`config.mk`:
```
export PLATFORM = sky130hd
export DESIGN_NAME = multichannel_moving_sum_flat
export DESIGN_NICKNAME = d
export VERILOG_FILES = /design/src/mms_pkg.sv /design/src/mms_if.sv /design/src/mms_ram.sv /design/src/mms_clear.sv /design/src/multichannel_moving_sum.sv /design/src/flat_wrapper.sv
export SDC_FILE = /design/constraint.sdc
export NUM_CORES = 2
export LEC_CHECK = 0
export BUFFER_PORTS_ARGS = -buffer_cell sky130_fd_sc_hd__buf_2
export CAP_MARGIN = 5
export CORE_ASPECT_RATIO = 1.5
export CORE_MARGIN = 2
export CORE_UTILIZATION = 57
export CTS_BUF_LIST = sky130_fd_sc_hd__clkbuf_8
export CTS_CLUSTER_DIAMETER = 120
export DETAILED_ROUTE_END_ITERATION = 10
export HOLD_SLACK_MARGIN = 0.1
export PLACE_DENSITY = 0.86
export REMOVE_ABC_BUFFERS = 1
export SLEW_MARGIN = 40
export SYNTH_ARGS = -nofsm -noshare
export SYNTH_HDL_FRONTEND = slang
export SYNTH_SLANG_ARGS = --single-unit
```
`constraint.sdc`:
```
create_clock -name clk -period 5.2 [get_ports clk]
set_clock_uncertainty 0.05 [all_clocks]
set_input_delay 0.78 -clock clk [delete_from_list [all_inputs] [get_ports clk]]
set_output_delay 0.78 -clock clk [all_outputs]
set_load 0.01 [all_outputs]
```
`src/mms_pkg.sv`:
```
package mms_pkg;

  localparam int CH_W      = 4;
  localparam int SMP_W     = 12;
  localparam int SUM_W     = 15;
  localparam int CLR_IDX_W = 12;

  typedef logic [CH_W-1:0]  chan_t;
  typedef logic [SMP_W-1:0] smp_t;
  typedef logic [SUM_W-1:0] sum_t;

  typedef struct packed {
    logic                 busy;
    logic                 sum_we;
    logic [CLR_IDX_W-1:0] idx;
  } mms_clr_t;

endpackage

```
`src/mms_if.sv`:
```
interface mms_in_if;
  import mms_pkg::*;

  logic  valid;
  logic  ready;
  chan_t channel;
  smp_t  sample;

  modport source (output valid, output channel, output sample, input ready);
  modport sink (input valid, input channel, input sample, output ready);
endinterface

interface mms_out_if;
  import mms_pkg::*;

  logic  valid;
  logic  ready;
  chan_t channel_out;
  sum_t  window_sum;

  modport source (output valid, output channel_out, output window_sum, input ready);
  modport sink (input valid, input channel_out, input window_sum, output ready);
endinterface

```
`src/mms_ram.sv`:
```
module mms_ram #(
  parameter int WIDTH = 12,
  parameter int DEPTH = 128
) (
  input  logic                                   clk,
  input  logic                                   we,
  input  logic [(DEPTH > 1 ? $clog2(DEPTH) : 1)-1:0] waddr,
  input  logic [WIDTH-1:0]                       wdata,
  input  logic                                   re,
  input  logic [(DEPTH > 1 ? $clog2(DEPTH) : 1)-1:0] raddr,
  output logic [WIDTH-1:0]                       rdata
);

  logic [WIDTH-1:0] mem [DEPTH];

  always_ff @(posedge clk) begin
    if (we) begin
      mem[waddr] <= wdata;
    end
    if (re) begin
      rdata <= mem[raddr];
    end
  end

endmodule

```
`src/mms_clear.sv`:
```
module mms_clear #(
  parameter int HIST_DEPTH = 128,
  parameter int CHANNELS   = 16
) (
  input  logic               clk,
  input  logic               rst_n,
  output mms_pkg::mms_clr_t  clr
);
  import mms_pkg::*;

  localparam int AW = $clog2(HIST_DEPTH);

  logic          busy_r;
  logic          busy_nxt;
  logic [AW-1:0] idx_r;
  logic [AW-1:0] idx_nxt;

  always_comb begin
    busy_nxt = busy_r;
    idx_nxt  = idx_r;
    if (busy_r) begin
      idx_nxt = idx_r + AW'(1);
      if (idx_r == AW'(HIST_DEPTH - 1)) begin
        busy_nxt = 1'b0;
      end
    end
  end

  always_ff @(posedge clk) begin
    if (!rst_n) begin
      busy_r <= 1'b1;
      idx_r  <= '0;
    end else begin
      busy_r <= busy_nxt;
      idx_r  <= idx_nxt;
    end
  end

  assign clr.busy   = busy_r;
  assign clr.sum_we = busy_r && (int'(idx_r) < CHANNELS);
  assign clr.idx    = CLR_IDX_W'(idx_r);

endmodule

```
`src/multichannel_moving_sum.sv`:
```
// Moving sum over the last WINDOW samples of each of CHANNELS channels.
// The input channel carries a channel number and a 12-bit sample; the
// result channel carries the channel number and its new 15-bit sum.
// Both channels use a valid/ready handshake.
// An item with a channel number of CHANNELS or more is taken and dropped
// without a result and without any change of state.
// The sample history and the per-channel sums live in two memories with a
// registered read. An item reads both in the cycle it is taken; when it
// leaves the update stage, the sum is updated, both memories are written
// back and the result is loaded into the output register. Back-to-back
// writes to the same entry are forwarded, so one item per cycle is
// sustained while the receiver keeps up. A result passes the update
// stage registers and then the output register before it is offered.
// After reset, a clearing pass writes zero to every entry, during which
// in_if.ready stays low.
// When the receiver stalls, the result is held in the output register and
// one more item is held in the update stage; input then stalls too.
module multichannel_moving_sum #(
  parameter int CHANNELS = 16,
  parameter int WINDOW   = 8
) (
  input  logic      clk,
  input  logic      rst_n,
  mms_in_if.sink    in_if,
  mms_out_if.source out_if
);
  import mms_pkg::*;

  localparam int HIST_DEPTH = CHANNELS * WINDOW;
  localparam int HIST_AW    = $clog2(HIST_DEPTH);
  localparam int SUM_AW     = (CHANNELS > 1) ? $clog2(CHANNELS) : 1;
  localparam int POS_W      = $clog2(WINDOW);

  mms_clr_t clr;

  logic               acc;
  logic               in_range;
  logic               is_last;
  logic [HIST_AW-1:0] haddr;

  logic [POS_W-1:0]   pos_r;
  logic [POS_W-1:0]   pos_nxt;

  logic               s1_valid_r;
  chan_t              s1_ch_r;
  smp_t               s1_smp_r;
  logic [HIST_AW-1:0] s1_haddr_r;
  logic               s1_adv;

  logic               wr_valid_r;
  logic [HIST_AW-1:0] wr_haddr_r;
  smp_t               wr_hdata_r;
  chan_t              wr_ch_r;
  sum_t               wr_sdata_r;

  smp_t               hist_rdata;
  sum_t               sum_rdata;
  smp_t               old_smp;
  sum_t               old_sum;
  sum_t               new_sum;

  logic               out_valid_r;
  chan_t              out_ch_r;
  sum_t               out_sum_r;

  logic               hist_we;
  logic [HIST_AW-1:0] hist_waddr;
  smp_t               hist_wdata;
  logic               sum_we;
  logic [SUM_AW-1:0]  sum_waddr;
  sum_t               sum_wdata;

  mms_clear #(
    .HIST_DEPTH (HIST_DEPTH),
    .CHANNELS   (CHANNELS)
  ) u_clear (
    .clk   (clk),
    .rst_n (rst_n),
    .clr   (clr)
  );

  assign s1_adv      = s1_valid_r && (!out_valid_r || out_if.ready);
  assign in_if.ready = !clr.busy && (!s1_valid_r || s1_adv);
  assign acc         = in_if.valid && in_if.ready;
  assign in_range    = int'(in_if.channel) < CHANNELS;
  assign is_last     = int'(in_if.channel) == CHANNELS - 1;
  assign haddr       = HIST_AW'(int'(in_if.channel) * WINDOW + int'(pos_r));

  always_comb begin
    pos_nxt = pos_r;
    if (acc && is_last) begin
      pos_nxt = (pos_r == POS_W'(WINDOW - 1)) ? '0 : pos_r + POS_W'(1);
    end
  end

  assign old_smp = (wr_valid_r && wr_haddr_r == s1_haddr_r) ? wr_hdata_r : hist_rdata;
  assign old_sum = (wr_valid_r && wr_ch_r == s1_ch_r) ? wr_sdata_r : sum_rdata;
  assign new_sum = old_sum - SUM_W'(old_smp) + SUM_W'(s1_smp_r);

  assign hist_we    = clr.busy || s1_adv;
  assign hist_waddr = clr.busy ? clr.idx[HIST_AW-1:0] : s1_haddr_r;
  assign hist_wdata = clr.busy ? '0 : s1_smp_r;
  assign sum_we     = clr.sum_we || s1_adv;
  assign sum_waddr  = clr.busy ? clr.idx[SUM_AW-1:0] : SUM_AW'(s1_ch_r);
  assign sum_wdata  = clr.busy ? '0 : new_sum;

  mms_ram #(
    .WIDTH (SMP_W),
    .DEPTH (HIST_DEPTH)
  ) u_hist_ram (
    .clk   (clk),
    .we    (hist_we),
    .waddr (hist_waddr),
    .wdata (hist_wdata),
    .re    (acc),
    .raddr (haddr),
    .rdata (hist_rdata)
  );

  mms_ram #(
    .WIDTH (SUM_W),
    .DEPTH (CHANNELS)
  ) u_sum_ram (
    .clk   (clk),
    .we    (sum_we),
    .waddr (sum_waddr),
    .wdata (sum_wdata),
    .re    (acc),
    .raddr (SUM_AW'(in_if.channel)),
    .rdata (sum_rdata)
  );

  always_ff @(posedge clk) begin
    if (!rst_n) begin
      pos_r       <= '0;
      s1_valid_r  <= 1'b0;
      wr_valid_r  <= 1'b0;
      out_valid_r <= 1'b0;
    end else begin
      pos_r <= pos_nxt;
      if (acc) begin
        s1_valid_r <= in_range;
      end else if (s1_adv) begin
        s1_valid_r <= 1'b0;
      end
      if (s1_adv) begin
        wr_valid_r <= 1'b1;
      end
      if (s1_adv) begin
        out_valid_r <= 1'b1;
      end else if (out_if.ready) begin
        out_valid_r <= 1'b0;
      end
    end
  end

  always_ff @(posedge clk) begin
    if (acc) begin
      s1_ch_r    <= in_if.channel;
      s1_smp_r   <= in_if.sample;
      s1_haddr_r <= haddr;
    end
    if (s1_adv) begin
      wr_haddr_r <= s1_haddr_r;
      wr_hdata_r <= s1_smp_r;
      wr_ch_r    <= s1_ch_r;
      wr_sdata_r <= new_sum;
      out_ch_r   <= s1_ch_r;
      out_sum_r  <= new_sum;
    end
  end

  assign out_if.valid       = out_valid_r;
  assign out_if.channel_out = out_ch_r;
  assign out_if.window_sum  = out_sum_r;

`ifndef SYNTH
  a_no_result_while_clearing: assert property (
    @(posedge clk) disable iff (!rst_n) clr.busy |-> !out_valid_r && !s1_valid_r
  ) else $error("result pending during the clearing pass");

  a_update_lands_in_output: assert property (
    @(posedge clk) disable iff (!rst_n) rst_n && s1_adv |=> out_valid_r && out_ch_r == $past(s1_ch_r)
  ) else $error("updated sum did not reach the output register");

  a_ring_moves_on_last_channel: assert property (
    @(posedge clk) disable iff (!rst_n)
      $past(rst_n) && !$stable(pos_r) |-> $past(acc && is_last)
  ) else $error("ring position moved without an item for the last channel");

  a_write_tracks_update: assert property (
    @(posedge clk) disable iff (!rst_n)
      rst_n && s1_adv |=> wr_valid_r && wr_sdata_r == out_sum_r
  ) else $error("forwarding register out of step with the written sum");
`endif

endmodule

```
`src/flat_wrapper.sv`:
```
// flat-port wrapper written by rule: the top's interface ports become plain ports
module multichannel_moving_sum_flat import mms_pkg::*;
#(
  parameter int CHANNELS = 16,
  parameter int WINDOW   = 8
)
  (clk, rst_n, in_if_valid, in_if_channel, in_if_sample, in_if_ready, out_if_valid, out_if_channel_out, out_if_window_sum, out_if_ready);
  mms_in_if in_if_i ();
  mms_out_if out_if_i ();
  input  logic clk;
  input  logic rst_n;
  input wire logic [$bits(in_if_i.valid)-1:0] in_if_valid;
  input wire logic [$bits(in_if_i.channel)-1:0] in_if_channel;
  input wire logic [$bits(in_if_i.sample)-1:0] in_if_sample;
  output wire logic [$bits(in_if_i.ready)-1:0] in_if_ready;
  output wire logic [$bits(out_if_i.valid)-1:0] out_if_valid;
  output wire logic [$bits(out_if_i.channel_out)-1:0] out_if_channel_out;
  output wire logic [$bits(out_if_i.window_sum)-1:0] out_if_window_sum;
  input wire logic [$bits(out_if_i.ready)-1:0] out_if_ready;
  assign in_if_i.valid = in_if_valid;
  assign in_if_i.channel = in_if_channel;
  assign in_if_i.sample = in_if_sample;
  assign in_if_ready = in_if_i.ready;
  assign out_if_valid = out_if_i.valid;
  assign out_if_channel_out = out_if_i.channel_out;
  assign out_if_window_sum = out_if_i.window_sum;
  assign out_if_i.ready = out_if_ready;
  multichannel_moving_sum #(.CHANNELS(CHANNELS), .WINDOW(WINDOW)) u_core (.clk(clk), .rst_n(rst_n), .in_if(in_if_i), .out_if(out_if_i));
endmodule
```
Word level (Yosys, flattened, before mapping)
Memory sizes are Yosys's and may differ from the RTL's. A register that Yosys moved wholly into a read port is not among the register bits.
Index checks and enable logic that the tools add are counted.
{"block": "totals", "reg_bits": 75, "ram_bits": 1776, "out_inout_bits": 21, "elab_cells": 59, "memories": 2}
{"memory": "u_core.u_hist_ram.mem", "words": 128, "word_bits": 12, "rd": 1, "rd_ports_with_merged_regs": 1, "wr": 1, "line_no": "mms_ram.sv:14", "text": "logic [WIDTH-1:0] mem [DEPTH];"}
{"memory": "u_core.u_sum_ram.mem", "words": 16, "word_bits": 15, "rd": 1, "rd_ports_with_merged_regs": 1, "wr": 1, "line_no": "mms_ram.sv:14"}
{"block": "op_classes", "add_sub_neg": 5, "n_lt_le_gt_ge": 1, "n_eq_ne": 5, "muxes": 17, "reduce_logical": 16}
{"cell": "15-bit two-way mux", "count": 2}
{"cell": "12-bit two-way mux", "count": 2}
{"cell": "15-bit by 12-bit adder with 15-bit output", "count": 1}
{"cell": "15-bit by 12-bit subtractor with 15-bit output", "count": 1}
{"cell": "1-bit two-way mux", "count": 10}
{"cell": "7-bit by 1-bit adder with 7-bit output, second input constant", "count": 1}
{"cell": "7-bit by 3-bit adder with 7-bit output", "count": 1}
{"cell": "7-bit equality test", "count": 1}
{"cell": "7-bit equality test, second input constant", "count": 1}
{"cell": "1-bit logical AND", "count": 7}
{"cell": "7-bit by 5-bit < comparator with 1-bit output, second input constant", "count": 1}
{"cell": "7-bit two-way mux", "count": 1}
{"cell": "4-bit by 1-bit equality test with 1-bit output, second input constant", "count": 1}
{"cell": "4-bit equality test", "count": 1}
{"cell": "1-bit logical OR", "count": 4}
{"cell": "4-bit two-way mux", "count": 1}
{"cell": "2-bit nonzero test", "count": 2}
{"cell": "3-bit by 1-bit adder with 3-bit output, second input constant", "count": 1}
{"cell": "3-bit equality test, second input constant", "count": 1}
{"cell": "1-bit logical NOT", "count": 3}
{"cell": "3-bit two-way mux", "count": 1}

Logic depth before layout (Yosys ltp)
{"block": "logic_depth", "ltp_word": 7, "depth_mapped": 15, "mapped_depth_nobuf": 15}

By module
From an unflattened synthesis, not the netlist that was laid out.
{"block": "hier_totals", "hier_cells": 3102, "hier_area_um2": 72767.3}
{"module": "mms_ram at u_core.u_hist_ram", "instances": 1, "cells_per_inst": 2362, "area_per_inst_um2": 59248.1, "seq_area_each_um2": 46484.6}
{"module": "mms_ram at u_core.u_sum_ram", "instances": 1, "cells_per_inst": 406, "area_per_inst_um2": 9596.7, "seq_area_each_um2": 7657.3}
{"module": "multichannel_moving_sum", "instances": 1, "cells_per_inst": 292, "area_per_inst_um2": 3522.1, "seq_area_each_um2": 1711.6}
{"module": "mms_clear", "instances": 1, "cells_per_inst": 42, "area_per_inst_um2": 400.4, "seq_area_each_um2": 160.2}

Least setup slack after synthesis
OpenSTA, ideal clock, no wires.
{"block": "synth_timing", "kind": "register to register", "start": "register u_core.u_clear.busy_r", "end": "memory u_core.u_hist_ram.mem[0][10] (data pin)", "arrival_time_ps": 4096, "t_required_ps": 4324, "slack_ps": 228, "stages_incl_launch_ff": 5, "synth_period_minus_slack_ps": 4972, "cell_sequence": "dfxtp_1 -> clkbuf_1 -> clkbuf_1 -> buf_1 -> nor2b_1"}
{"block": "synth_between", "elab_chain_len": 1}
{"element": "from (decl)", "line_no": "mms_clear.sv:13", "text": "logic busy_r;"}
{"element": "from (signal assigned)", "line_no": "mms_clear.sv:34", "text": "busy_r <= busy_nxt;"}
{"element": "12-bit two-way mux", "line_no": "multichannel_moving_sum.sv:102", "text": "assign hist_wdata = clr.busy ? '0 : s1_smp_r;"}
{"element": "named net u_core.hist_wdata[10]", "line_no": "multichannel_moving_sum.sv:68", "text": "smp_t hist_wdata;"}
{"element": "to (decl)", "line_no": "mms_ram.sv:14"}
The timed path passes the listed nets, and every way through them passes these cells.

Worst setup path after layout
{"block": "layout_timing", "start": "register u_core.s1_haddr_r[3]", "end": "memory u_core.u_sum_ram.mem[4][11] (netlist bit) (data pin)"}
{"block": "layout_between", "elab_chain_len": 6}
{"element": "from (decl)", "line_no": "multichannel_moving_sum.sv:47", "text": "logic [HIST_AW-1:0] s1_haddr_r;"}
{"element": "from (signal assigned)", "line_no": "multichannel_moving_sum.sv:161", "text": "s1_haddr_r <= haddr;"}
{"element": "7-bit equality test", "line_no": "multichannel_moving_sum.sv:96", "text": "assign old_smp = (wr_valid_r && wr_haddr_r == s1_haddr_r) ? wr_hdata_r : hist_rdata;"}
{"element": "1-bit logical AND", "line_no": "multichannel_moving_sum.sv:96"}
{"element": "12-bit two-way mux", "line_no": "multichannel_moving_sum.sv:96"}
{"element": "15-bit by 12-bit subtractor with 15-bit output", "line_no": "multichannel_moving_sum.sv:98", "text": "assign new_sum = old_sum - SUM_W'(old_smp) + SUM_W'(s1_smp_r);"}
{"element": "15-bit by 12-bit adder with 15-bit output", "line_no": "multichannel_moving_sum.sv:98"}
{"element": "15-bit two-way mux", "line_no": "multichannel_moving_sum.sv:105", "text": "assign sum_wdata = clr.busy ? '0 : new_sum;"}
{"element": "named net u_core.sum_wdata[11]", "line_no": "multichannel_moving_sum.sv:71", "text": "sum_t sum_wdata;"}
{"element": "to (decl)", "line_no": "mms_ram.sv:14"}
The timed path passes the listed nets, and every way through them passes these cells.

==> impl_metrics.toml <==
[yosys]
avgSynthCellArea_um2 = 20.71
yosysSeqAreaShare_pct = 76.29
netlist_top_cells_area = "edfxtp_1 76%, mux4_2 12%, mux2i_1 4.1%"
synthFlopType = "edfxtp_1"
synth_area_leader_cell = "edfxtp_1"
synth_cell_types = 61
synth_edf_count = 1856
ys_warn_count = 0
synth_cells = 3545
ys_seq_elements = 1870
async_reset_ff_share_pct = 0
synth_top_area_share_pct = 75.91
netlist_area_um2 = 73420

[worst_setup_path]
crit_buf_inv = 3
critPathCaptureType = "register"
cp_slowest_cell = "a2111oi_0"
arrival_ns = 5.59
cpPeakStageDelay_ns = 0.70
worstReg2RegStart = "u_core.s1_haddr_r[3]"
required_ns = 5.84
crit_chain = "inv_1, o22ai_1, nor4b_4, nand4_1, buf_12, mux2_2, fa_1, inv_1, ha_1, a21o_1, a21oi_1, o21ai_0, a2111oi_0, nor3_1, nor3_4"
critPathKind = "reg -> reg"
crit_path_start_kind = "register"
cp-startpoint = "u_core.s1_haddr_r[3]"
crit_family = "compound AO/OA/AOI/OAI gates"
path_common_cell = "inv_1"
critPathMaxFanout = 16

[detailed_routing]
drc = 0
num_vias = 38430
drt_iter0_drc = 5119
ant_nets = 0
first_pass_iters = 8
route.detailed.wl_per_inst_um = 31.12
finalWirelength_um = 181000
viasPerCell = 6.607

[placement]
dpl.hpwl_um = 112300
dp_cells = 5360
finalWeightedCongestion = 0.9184
port_buffers = 40

[cells_and_area]
nNetsFinal = 3952
final_common_cell = "edfxtp_1"
seqCellArea_um2 = 56030
area_delta_synth_final_pct = 11.89
multi_input_area_um2 = 16390
layout_common_cells = "1,856 x edfxtp_1, 378 x mux4_2, 303 x mux2i_1, 249 x clkbuf_8, 231 x buf_4"
fill_cells = 7741
drive_above_1_share_pct = 25.95
instances_no_fill = 5817

[die]
die_area_um2 = 131800
coreArea_um2 = 128100
die_height_um = 443.6
start_util_pct = 57.30
die_w_um = 297.0
rows = 161
io_pins = 41

[timing]
rsz0062_at_grt = "no"
maxSlewViolCount = 0
tightest_slew_ns = 0.8645
fin_crit_sh_pct = 95.27
fin_crit_ns = 4.954
relSlewSlack_pct = 40.88
hold_violations = 0
timing.hold.ws_ns = 0.3042
setup_viol = 0
timing.fmax_ghz = 0.2019

[clocking]
cts_tree = "done"
clock-root-buffer = "clkbuf_8"
clock-sinks = 1870
cts_buffers = 234
clockBufferDepth = 3
ctsResizeCount = 0
insertion_delay_ns = 0.98
post-cts-setup-buffers = 0
cts_htree_levels = 4
clkTransAtPathRegs_ns = 0.07
postCtsHoldBufs = 14

[grt]
grt_pass1_wl_um = 262000
grt-ovfl-total = 0
antenna_found_initial = 4
grt_pass1_vias = 39230
grt_usage_pct = 27.55
grt_max_degree = 102

[power_and_ir_drop]
power_leakage_nw = 26.07
powerDensity_nw_per_um2 = 333.9
power.total_mw = 27.43
peakVddDrop_uv = 288.5

[run]
max_cap_viol_count = 0

[hold_path]
hp-start = "in_if_valid"
min_path_type = "in -> reg"

[outcome]
status = "completed"
[report_power, final]
| part | switching (mW) | total (mW) | internal [mW] |
|---|---|---|---|
| registers | 0.0205 | 16.4 | 16.4 |
| clock network | 5.21 | 10.4 | 5.23 |
| logic | 0.405 | 0.576 | 0.172 |
[tightest hold or removal path: stages]
cell and delay (ns):
buf_2 0.09, nand2_1 0.22, a21boi_0 0.16
[metrics by stage]
stage	TNS [ns]	utilization (%)	worst slack (ns)	area, um^2
global route	0	64.11	0.02875	82140
finish	0	64.12	0.2461	82140
global placement	0	60.11	0.09868	77010
detailed placement	0	60.29	0.1718	77250
CTS	0	64.04	0.1399	82050
floorplan	-266.04	-	-15.63	72420
[final timing paths]
check                                 to  slack [ns]  depth (start not counted)
max          u_core.u_sum_ram.mem[4][11]        0.25                         15
min reg2reg         u_core.wr_hdata_r[7]        0.42                          0
max reg2reg  u_core.u_sum_ram.mem[4][11]        0.25                         15
min                    u_core.s1_valid_r        0.30                          3
[state kept, by name (all words and copies together), names as in the netlist]
signal	count
u_core.u_clear.idx_r	7
u_core.u_sum_ram.mem	240
u_core.wr_haddr_r	3
u_core.s1_valid_r	1
u_core.pos_r	3
u_core.wr_hdata_r	12
u_core.wr_valid_r	1
u_core.out_if.valid	1
u_core.wr_ch_r	4
u_core.s1_smp_r	12
u_core.wr_sdata_r	15
u_core.u_clear.busy_r	1
u_core.u_hist_ram.rdata	12
u_core.s1_haddr_r	7
u_core.u_hist_ram.mem	1536
u_core.u_sum_ram.rdata	15
[logic make-up (layout without fill, tap and decap cells)]
family / Yosys count / after routing / share of synthesized area, %
AOI/OAI and AO/OA: 301 / 301 / 2.870
xor gates and xnor gates: 16 / 16 / 0.1909
adders and majority gates: 30 / 30 / 0.6340
buffers and inverters: 245 / 804 / 1.621
DFF: 1870 / 1870 / 76.29
muxes: 701 / 701 / 16.03
other: 0 / 2 / 0
and+or+nand+nor: 382 / 382 / 2.357
[cell type report]
type | instances | share of cell area (%)
Inverter | 50 | 0.2285
Timing Repair Buffer | 316 | 3.328
Clock buffer | 249 | 4.172
Sequential cell | 1870 | 68.21
Antenna cell | 2 | 0.006093
Multi-Input combinational cell | 1430 | 19.95
Tap cell | 1711 | 2.606
Clock inverter | 189 | 1.500
[cells in the mapped netlist (3+ instances only)]
cell type,count
buf_1,21
dfxtp_1,14
a211oi_1,28
buf_6,14
a22oi_1,91
and2_1,6
xor2_1,6
a21boi_0,8
nand3b_1,4
o221ai_1,9
buf_4,30
fa_1,12
a31oi_1,13
a21oi_1,27
xnor2_1,10
o21a_1,10
inv_1,50
nor2_1,176
a2111oi_0,5
o21bai_1,4
edfxtp_1,1856
or3_1,4
mux4_2,378
buf_2,42
or2_2,3
o22ai_1,54
a21o_1,9
mux2_2,20
nand2b_1,11
o21ai_0,18
mux2i_1,303
nor3_1,25
nand3_1,48
ha_1,18
a32o_1,3
a221oi_1,4
nand2_1,65
nor2b_1,24
nand4_1,6
clkbuf_1,88
[routing by layer]
layer,track usage (%),part of all wire (%),vias to the layer above
li1,-,-,15380
met1,31.54,31,19570
met2,46.85,51,2782
met3,6.553,10,692
met4,17.32,7.4,6
met5,0,0.017,-
(Power assumes the default switching activity.)
